<file path="src/hw/rtl/mpd_pkg.sv">
// ----------------------------------------------------------------------------
// mpd_pkg
// shared types, constants and byte classes of the man page deformatter
// ----------------------------------------------------------------------------
package mpd_pkg;

  localparam int QUEUE_DEPTH_DEFAULT = 4;
  localparam int RUN_MAX = 4;
  localparam int RUN_CNT_W = $clog2(RUN_MAX + 1);
  localparam int RUN_IDX_W = $clog2(RUN_MAX);

  // output bytes caused by one input item
  typedef struct packed {
    logic [RUN_CNT_W-1:0]     count;
    logic [RUN_MAX-1:0][7:0]  bytes;
  } run_t;

  typedef struct packed {
    logic full;
    logic empty;
  } qstat_t;

  function automatic logic is_letter(input logic [7:0] b);
    return ((b >= 8'h41) && (b <= 8'h5a)) || ((b >= 8'h61) && (b <= 8'h7a));
  endfunction

  function automatic logic is_alnum(input logic [7:0] b);
    return is_letter(b) || ((b >= 8'h30) && (b <= 8'h39));
  endfunction

  function automatic logic needs_escape(input logic [7:0] b);
    logic r;
    unique case (b)
      8'h5b, 8'h5d, 8'h3c, 8'h3e, 8'h7b, 8'h7d,
      8'h5c, 8'h2f, 8'h5e, 8'h24, 8'h40: r = 1'b1;
      default:                           r = 1'b0;
    endcase
    return r;
  endfunction

endpackage

</file>
<file path="src/hw/rtl/man_page_deformatter.sv">
// ----------------------------------------------------------------------------
// man_page_deformatter
// brackets the non-translatable parts of man page text and escapes specials
// ----------------------------------------------------------------------------
// One input byte is taken per cycle while the run queue has room; the byte is
// classified and its whole run of zero to four output bytes is built in that
// cycle. The output serializer sends one byte per cycle while out_stall is
// low, with up to QueueDepth runs buffered; the first output byte passes
// through the run queue and then the output register before it is valid.
module man_page_deformatter #(
  parameter int QueueDepth = mpd_pkg::QUEUE_DEPTH_DEFAULT
) (
  input  logic       clk,
  input  logic       rst,
  input  logic       in_valid,
  output logic       in_stall,
  input  logic [7:0] data_byte,
  input  logic       end_of_input,
  output logic       out_valid,
  input  logic       out_stall,
  output logic [7:0] out_byte,
  output logic       last_of_run
);
  import mpd_pkg::*;

  run_t   push_run;
  run_t   head_run;
  qstat_t q_stat;
  logic   push;
  logic   pop;

  mpd_front u_front (
    .clk          (clk),
    .rst          (rst),
    .in_valid     (in_valid),
    .in_stall     (in_stall),
    .data_byte    (data_byte),
    .end_of_input (end_of_input),
    .q_stat       (q_stat),
    .push         (push),
    .push_run     (push_run)
  );

  mpd_queue #(
    .Depth (QueueDepth)
  ) u_queue (
    .clk      (clk),
    .rst      (rst),
    .push     (push),
    .push_run (push_run),
    .pop      (pop),
    .head_run (head_run),
    .q_stat   (q_stat)
  );

  mpd_back u_back (
    .clk         (clk),
    .rst         (rst),
    .head_run    (head_run),
    .q_stat      (q_stat),
    .pop         (pop),
    .out_valid   (out_valid),
    .out_stall   (out_stall),
    .out_byte    (out_byte),
    .last_of_run (last_of_run)
  );

endmodule

</file>
<file path="src/hw/rtl/mpd_front.sv">
// ----------------------------------------------------------------------------
// mpd_front
// scanner: takes one byte per cycle while the run queue has room, tracks the scan
// mode and builds the run of output bytes that the byte causes
// ----------------------------------------------------------------------------
module mpd_front (
  input  logic          clk,
  input  logic          rst,
  input  logic          in_valid,
  output logic          in_stall,
  input  logic [7:0]    data_byte,
  input  logic          end_of_input,
  input  mpd_pkg::qstat_t q_stat,
  output logic          push,
  output mpd_pkg::run_t push_run
);
  import mpd_pkg::*;

  localparam logic [2:0] MODE_NORMAL  = 3'd0;
  localparam logic [2:0] MODE_KEYWORD = 3'd1;
  localparam logic [2:0] MODE_NLRUN   = 3'd2;
  localparam logic [2:0] MODE_DASH    = 3'd3;
  localparam logic [2:0] MODE_OPTION  = 3'd4;

  localparam logic [7:0] CH_LBRACK = 8'h5b;
  localparam logic [7:0] CH_RBRACK = 8'h5d;
  localparam logic [7:0] CH_DOT    = 8'h2e;
  localparam logic [7:0] CH_DASH   = 8'h2d;
  localparam logic [7:0] CH_BSLASH = 8'h5c;
  localparam logic [7:0] CH_NL     = 8'h0a;

  logic [2:0]           scan_mode, scan_mode_next;
  logic                 at_line_start, at_line_start_next;
  logic                 bracket_open, bracket_open_next;
  logic                 disp;
  logic [RUN_CNT_W-1:0] cnt;
  logic [RUN_MAX-1:0][7:0] bytes;
  logic                 accept;

  assign in_stall = q_stat.full;
  assign accept   = in_valid && !in_stall;

  always_comb begin
    scan_mode_next     = scan_mode;
    at_line_start_next = at_line_start;
    bracket_open_next  = bracket_open;
    disp  = 1'b0;
    cnt   = '0;
    bytes = '0;
    if (end_of_input) begin
      unique case (scan_mode)
        MODE_KEYWORD, MODE_NLRUN, MODE_OPTION: begin
          bytes[cnt[RUN_IDX_W-1:0]] = CH_RBRACK; cnt = cnt + 1'b1;
        end
        MODE_DASH: begin
          if (bracket_open) begin
            bytes[cnt[RUN_IDX_W-1:0]] = CH_RBRACK; cnt = cnt + 1'b1;
          end
          bytes[cnt[RUN_IDX_W-1:0]] = CH_DASH; cnt = cnt + 1'b1;
        end
        default: begin
          if (bracket_open) begin
            bytes[cnt[RUN_IDX_W-1:0]] = CH_RBRACK; cnt = cnt + 1'b1;
          end
        end
      endcase
      scan_mode_next     = MODE_NORMAL;
      at_line_start_next = 1'b1;
      bracket_open_next  = 1'b0;
    end else begin
      unique case (scan_mode)
        MODE_KEYWORD: begin
          if (is_letter(data_byte)) begin
            bytes[cnt[RUN_IDX_W-1:0]] = data_byte; cnt = cnt + 1'b1;
          end else begin
            bytes[cnt[RUN_IDX_W-1:0]] = CH_RBRACK; cnt = cnt + 1'b1;
            bracket_open_next  = 1'b0;
            at_line_start_next = 1'b0;
            disp = 1'b1;
          end
        end
        MODE_NLRUN: begin
          if (data_byte == CH_NL) begin
            bytes[cnt[RUN_IDX_W-1:0]] = data_byte; cnt = cnt + 1'b1;
          end else begin
            disp = 1'b1;
          end
        end
        MODE_DASH: begin
          at_line_start_next = 1'b0;
          if (is_alnum(data_byte)) begin
            if (!bracket_open_next) begin
              bytes[cnt[RUN_IDX_W-1:0]] = CH_LBRACK; cnt = cnt + 1'b1;
              bracket_open_next = 1'b1;
            end
            bytes[cnt[RUN_IDX_W-1:0]] = CH_DASH; cnt = cnt + 1'b1;
            bytes[cnt[RUN_IDX_W-1:0]] = data_byte; cnt = cnt + 1'b1;
            scan_mode_next = MODE_OPTION;
          end else begin
            if (bracket_open_next) begin
              bytes[cnt[RUN_IDX_W-1:0]] = CH_RBRACK; cnt = cnt + 1'b1;
              bracket_open_next = 1'b0;
            end
            bytes[cnt[RUN_IDX_W-1:0]] = CH_DASH; cnt = cnt + 1'b1;
            disp = 1'b1;
          end
        end
        MODE_OPTION: begin
          if (is_alnum(data_byte)) begin
            bytes[cnt[RUN_IDX_W-1:0]] = data_byte; cnt = cnt + 1'b1;
          end else begin
            bytes[cnt[RUN_IDX_W-1:0]] = CH_RBRACK; cnt = cnt + 1'b1;
            bracket_open_next = 1'b0;
            disp = 1'b1;
          end
        end
        default: begin
          disp = 1'b1;
        end
      endcase

      // normal text handling of the byte
      if (disp) begin
        scan_mode_next = MODE_NORMAL;
        if (at_line_start_next && (data_byte == CH_DOT)) begin
          if (!bracket_open_next) begin
            bytes[cnt[RUN_IDX_W-1:0]] = CH_LBRACK; cnt = cnt + 1'b1;
            bracket_open_next = 1'b1;
          end
          bytes[cnt[RUN_IDX_W-1:0]] = data_byte; cnt = cnt + 1'b1;
          scan_mode_next = MODE_KEYWORD;
        end else if (data_byte == CH_NL) begin
          if (!bracket_open_next) begin
            bytes[cnt[RUN_IDX_W-1:0]] = CH_LBRACK; cnt = cnt + 1'b1;
            bracket_open_next = 1'b1;
          end
          bytes[cnt[RUN_IDX_W-1:0]] = data_byte; cnt = cnt + 1'b1;
          at_line_start_next = 1'b1;
          scan_mode_next = MODE_NLRUN;
        end else if (data_byte == CH_DASH) begin
          scan_mode_next = MODE_DASH;
        end else begin
          if (bracket_open_next) begin
            bytes[cnt[RUN_IDX_W-1:0]] = CH_RBRACK; cnt = cnt + 1'b1;
            bracket_open_next = 1'b0;
          end
          if (needs_escape(data_byte)) begin
            bytes[cnt[RUN_IDX_W-1:0]] = CH_BSLASH; cnt = cnt + 1'b1;
          end
          bytes[cnt[RUN_IDX_W-1:0]] = data_byte; cnt = cnt + 1'b1;
          at_line_start_next = 1'b0;
        end
      end
    end
  end

  assign push           = accept && (cnt != '0);
  assign push_run.count = cnt;
  assign push_run.bytes = bytes;

  always_ff @(posedge clk) begin
    if (rst) begin
      scan_mode     <= MODE_NORMAL;
      at_line_start <= 1'b1;
      bracket_open  <= 1'b0;
    end else if (accept) begin
      scan_mode     <= scan_mode_next;
      at_line_start <= at_line_start_next;
      bracket_open  <= bracket_open_next;
    end
  end

endmodule

</file>
<file path="src/hw/rtl/mpd_queue.sv">
// ----------------------------------------------------------------------------
// mpd_queue
// small fifo of byte runs between the scanner and the output serializer
// ----------------------------------------------------------------------------
module mpd_queue #(
  parameter int Depth = mpd_pkg::QUEUE_DEPTH_DEFAULT
) (
  input  logic          clk,
  input  logic          rst,
  input  logic          push,
  input  mpd_pkg::run_t push_run,
  input  logic          pop,
  output mpd_pkg::run_t head_run,
  output mpd_pkg::qstat_t q_stat
);
  import mpd_pkg::*;

  localparam int PtrW  = $clog2(Depth);
  localparam int FillW = $clog2(Depth + 1);

  run_t             mem [Depth];
  logic [PtrW-1:0]  wr_ptr;
  logic [PtrW-1:0]  rd_ptr;
  logic [FillW-1:0] fill;
  logic             do_push;
  logic             do_pop;

  assign q_stat.full  = (fill == FillW'(Depth));
  assign q_stat.empty = (fill == '0);
  assign do_push      = push && !q_stat.full;
  assign do_pop       = pop && !q_stat.empty;
  assign head_run     = mem[rd_ptr];

  always_ff @(posedge clk) begin
    if (do_push) begin
      mem[wr_ptr] <= push_run;
    end
  end

  always_ff @(posedge clk) begin
    if (rst) begin
      wr_ptr <= '0;
      rd_ptr <= '0;
      fill   <= '0;
    end else begin
      if (do_push) begin
        wr_ptr <= (wr_ptr == PtrW'(Depth - 1)) ? '0 : wr_ptr + 1'b1;
      end
      if (do_pop) begin
        rd_ptr <= (rd_ptr == PtrW'(Depth - 1)) ? '0 : rd_ptr + 1'b1;
      end
      if (do_push && !do_pop) begin
        fill <= fill + 1'b1;
      end else if (do_pop && !do_push) begin
        fill <= fill - 1'b1;
      end
    end
  end

endmodule

</file>
<file path="src/hw/rtl/mpd_back.sv">
// ----------------------------------------------------------------------------
// mpd_back
// output serializer: sends the bytes of the head run one per transfer and
// marks the final byte of each run
// ----------------------------------------------------------------------------
module mpd_back (
  input  logic            clk,
  input  logic            rst,
  input  mpd_pkg::run_t   head_run,
  input  mpd_pkg::qstat_t q_stat,
  output logic            pop,
  output logic            out_valid,
  input  logic            out_stall,
  output logic [7:0]      out_byte,
  output logic            last_of_run
);
  import mpd_pkg::*;

  logic [RUN_IDX_W-1:0] idx;
  logic                 load;
  logic                 take;
  logic                 is_last;

  assign load    = !out_valid || !out_stall;
  assign take    = load && !q_stat.empty;
  assign is_last = (RUN_CNT_W'(idx) + 1'b1) == head_run.count;
  assign pop     = take && is_last;

  always_ff @(posedge clk) begin
    if (take) begin
      out_byte    <= head_run.bytes[idx];
      last_of_run <= is_last;
    end
  end

  always_ff @(posedge clk) begin
    if (rst) begin
      out_valid <= 1'b0;
      idx       <= '0;
    end else if (load) begin
      out_valid <= !q_stat.empty;
      if (take) begin
        idx <= is_last ? '0 : idx + 1'b1;
      end
    end
  end

endmodule

</file>
<file path="config.mk">
export PLATFORM = sky130hd
export DESIGN_NAME = man_page_deformatter
export DESIGN_NICKNAME = d
export VERILOG_FILES = /design/src/hw/rtl/mpd_pkg.sv /design/src/hw/rtl/man_page_deformatter.sv /design/src/hw/rtl/mpd_front.sv /design/src/hw/rtl/mpd_queue.sv /design/src/hw/rtl/mpd_back.sv
export SDC_FILE = /design/constraint.sdc
export NUM_CORES = 1
export LEC_CHECK = 0
export ABC_AREA = 0
export BUFFER_PORTS_ARGS = -buffer_cell sky130_fd_sc_hd__buf_4
export CORE_MARGIN = 2
export CORE_UTILIZATION = 63
export DETAILED_ROUTE_END_ITERATION = 10
export PLACE_DENSITY = 0.8
export SYNTH_ARGS = -nofsm -noshare
export SYNTH_HDL_FRONTEND = slang
export SYNTH_SLANG_ARGS = --single-unit
export TNS_END_PERCENT = 5
</file>
<file path="constraint.sdc">
create_clock -name clk -period 6.95 [get_ports clk]
set_input_delay 0.695 -clock clk [delete_from_list [all_inputs] [get_ports clk]]
set_output_delay 0.695 -clock clk [all_outputs]
set_load 0.01 [all_outputs]
</file>
==> qor.txt <==
Final min period -> 6.21 ns
DRT antenna net count -> 0
RSZ-0062 raised after global routing -> false
Mean Syn Cell Area -> 12.8 um^2
Relative slew slack -> -2.72%
Clk Latency, worst-skew pair -> 0.43 ns
First-pass GRT wire length -> 37600 um
Yosys reg bits -> 166
Largest family of logic cells by synthesized area -> compound AO/OA/AOI/OAI gates
Synth top area cells -> edfxtp_1 52%, mux4_2 11%, dfxtp_1 4.0%
Crit path launch type -> input port
Vias in the first global route -> 6137
Commonest cells post-synth -> 149 x edfxtp_1, 53 x nor2_1, 51 x a21oi_1, 43 x mux4_2, 43 x nand2_1
Top delay family on crit path -> compound AO/OA/AOI/OAI gates
Clock Skews -> 0.0104 ns
H-tree depth -> 4
Wire per inst -> 27.4 um
Mux contribution to synthesized area -> 11.6%
Post-CTS Setup Repair Bufs -> 0
Crit Path Category -> input port to register
Gr busiest metal -> met2
DR DRC count -> 0
PortBufs -> 23
Warnings from Yosys -> 0
Gate Count Post-Synth -> 670
GRT overflow -> 0
Largest net degree at the start of global routing -> 36
Sequential fraction of the synthesis area -> 56.0%
Worst EP arrival -> 6.52 ns
Buf/Inv on CP -> 3
Post-synth top area cell -> edfxtp_1
Unique cell type count in the Yosys netlist -> 75
Compound-cell area share of the yosys netlist -> 12.9%
Most numerous cell in the Yosys netlist -> edfxtp_1
Slowest cell on the critical path -> nor4bb_1
Core ar. -> 13300 um^2
P per Cell Area -> 285 nW/um^2
Vias post-DR -> 6231
Post-Synth Adder-Cell Area -> 4.16%
WL final -> 24100 um
Met1 Use GR -> 49.6%
Finish-stage setup viols -> 0
Status -> complete, but fails checks
Starting Density -> 64.6%
EDFF count, synth -> 149
Worst-Margin Slew -> 1.52 ns
Setup crit end kind -> register
Footprint of the flip-flops and latches -> 4820 um^2
FMAX -> 161 MHz
Syn nets -> 711
Setup_tns -> 0 ns
Post-synth top flop -> edfxtp_1
Tcrit/Tclk final -> 89.3%
Clock Tree Buf Depth -> 2
Share of cells above drive strength 1 -> 19.0%
Post-cts gate resize count -> 0
Post-DP HPWL -> 15300 um
Post-Synth XOR/XNOR Area -> 1.21%
Die Y -> 121 um
Full die area -> 14600 um^2
Clk root buf -> clkbuf_16
Clock Sinks -> 166
Via density per instance -> 7.08
Number of nets in the layout -> 732
First-pass DRT Iterations -> 6
Total CTS buffers -> 17
Clock transition at the registers of the reported paths -> 0.07 ns
Multi-input gate area -> 3530 um^2
Filler cell count -> 854
Max_cap viols -> 1
Drt first-iter violations -> 846
Post-synthesis async set-or-reset flop share -> 0%
TritonCTS clock tree -> done
Utilization after layout -> 72.0%
Rows -> 42
GP Congestion -> 1.03
IO Count -> 24
Total track usage -> 35.4%
Peak VDD IR -> 0.189 mV
Cts hold-fix bufs -> 0
Crit path largest cell delay -> 0.51 ns
GR Util met3 -> 7.31%
Failing checks -> capacitance limit, slew limit
Antenna violations before repair -> 0
Min-Delay Path Class -> register to register
Synth Area in Simple Gates -> 11.2%
Slew Limit Fails -> 5
Synthesized area -> 8590 um^2
Synthesis-to-layout area growth -> 11.4%
Top-area cell type share of the netlist area -> 52.1%
GR Layer Usage met2 -> 55.3%
Final hold violations -> 0
Largest fanout on the critical path -> 15
CP dominant cell by count -> ha_1
N_diodes -> 0
Worst EP required -> 7.27 ns
Leakage dissipation -> 3.34 nW
Die width -> 121 um
[where the power goes]
group / switching (mW) / leakage (nW) / internal, mW / total, mW
Combinational: 0.298 / 1.50 / 0.258 / 0.556
Clock: 0.413 / 0.265 / 0.472 / 0.885
Sequential: 0.0663 / 1.57 / 1.22 / 1.28
[final cells by class]
cell class              instances  share of cell area [%]
clock buffers                  17                    4.44
clock inverters                15                    1.39
inverters                      25                   0.980
multi-input cells             440                    36.8
flip-flops and latches        166                    50.3
well taps                     176                    2.30
repair buffers                 41                    3.74
[cell families after synthesis]
family,count (synthesis)
compound gates,168
xor+xnor,11
fa+ha+maj,28
buf+inv,64
flops,166
mux,46
simple gates,187
[stage by stage]
| stage | hold slack (ns) | power, mW | cell area (um^2) | instances | setup WS, ns |
|---|---|---|---|---|---|
| after floorplan | 0.440 | 1.65 | 8590 | 670 | 0.800 |
| after CTS | 0.487 | 2.74 | 9570 | 880 | 0.815 |
| after detailed placement | 0.478 | 1.85 | 9010 | 848 | 0.413 |
| final | 0.483 | 2.72 | 9570 | 880 | 0.744 |
| after global routing | 0.528 | 2.83 | 9570 | 880 | 0.284 |
| after global placement | 0.458 | 1.82 | 9010 | 848 | 0.695 |
[state kept, by name (all words and copies together), names as in the netlist, 2 cells and up, named ones only]
| name | cells |
|---|---|
| u_queue.fill | 3 |
| u_back.out_byte | 8 |
| u_queue.rd_ptr | 2 |
| u_back.idx | 2 |
| u_front.scan_mode | 3 |
| u_queue.mem | 140 |
| u_queue.wr_ptr | 2 |
[metal layers]
metal	routed length, um	up-vias
li1	-	2645
met1	9370	3020
met2	11300	462
met3	2400	104
met4	1010	0
met5	0	-
[cell usage in the layout, fill, tap and decap left out, types with 4 or more instances in the layout]
cell type	count
edfxtp_1	149
nor2_1	53
a21oi_1	51
nand2_1	43
mux4_2	43
o21ai_0	41
buf_4	37
ha_1	27
inv_1	24
nor3_1	21
clkbuf_16	17
dfxtp_1	16
nand3_1	9
nor2b_1	8
o31ai_1	8
a21o_1	7
o22ai_1	7
and3_1	7
a31oi_1	6
or3_1	6
o211ai_1	6
and2_1	6
xor2_1	5
nor3b_1	5
xnor2_1	5
nand3b_1	5
nand2b_1	5
inv_6	5
a22oi_1	4
inv_8	4
clkinvlp_4	4
buf_12	4
[worst min-delay path, cell delays in order, from the launching register on]
cell	delay (ns)
dfxtp_1	0.33
nand2_1	0.06
a21oi_1	0.05
[final timing paths]
| kind | slack, ns | endpoint | cells past startpoint | from |
|---|---|---|---|---|
| worst min register to register | 0.48 | u_back.out_valid$_SDFFE_PP0N_ | 2 | u_back.out_valid$_SDFFE_PP0N_ |
| worst min-delay path | 0.48 | u_back.out_valid$_SDFFE_PP0N_ | 2 | u_back.out_valid$_SDFFE_PP0N_ |
| worst max-delay path | 0.74 | u_queue.fill[1]$_SDFFE_PP0P_ | 25 | data_byte[4] |
| worst max register to register | 1.39 | u_queue.fill[1]$_SDFFE_PP0P_ | 22 | u_front.scan_mode[2]$_SDFFE_PP0P_ |
Note: power is estimated with default switching activity, not from simulation.
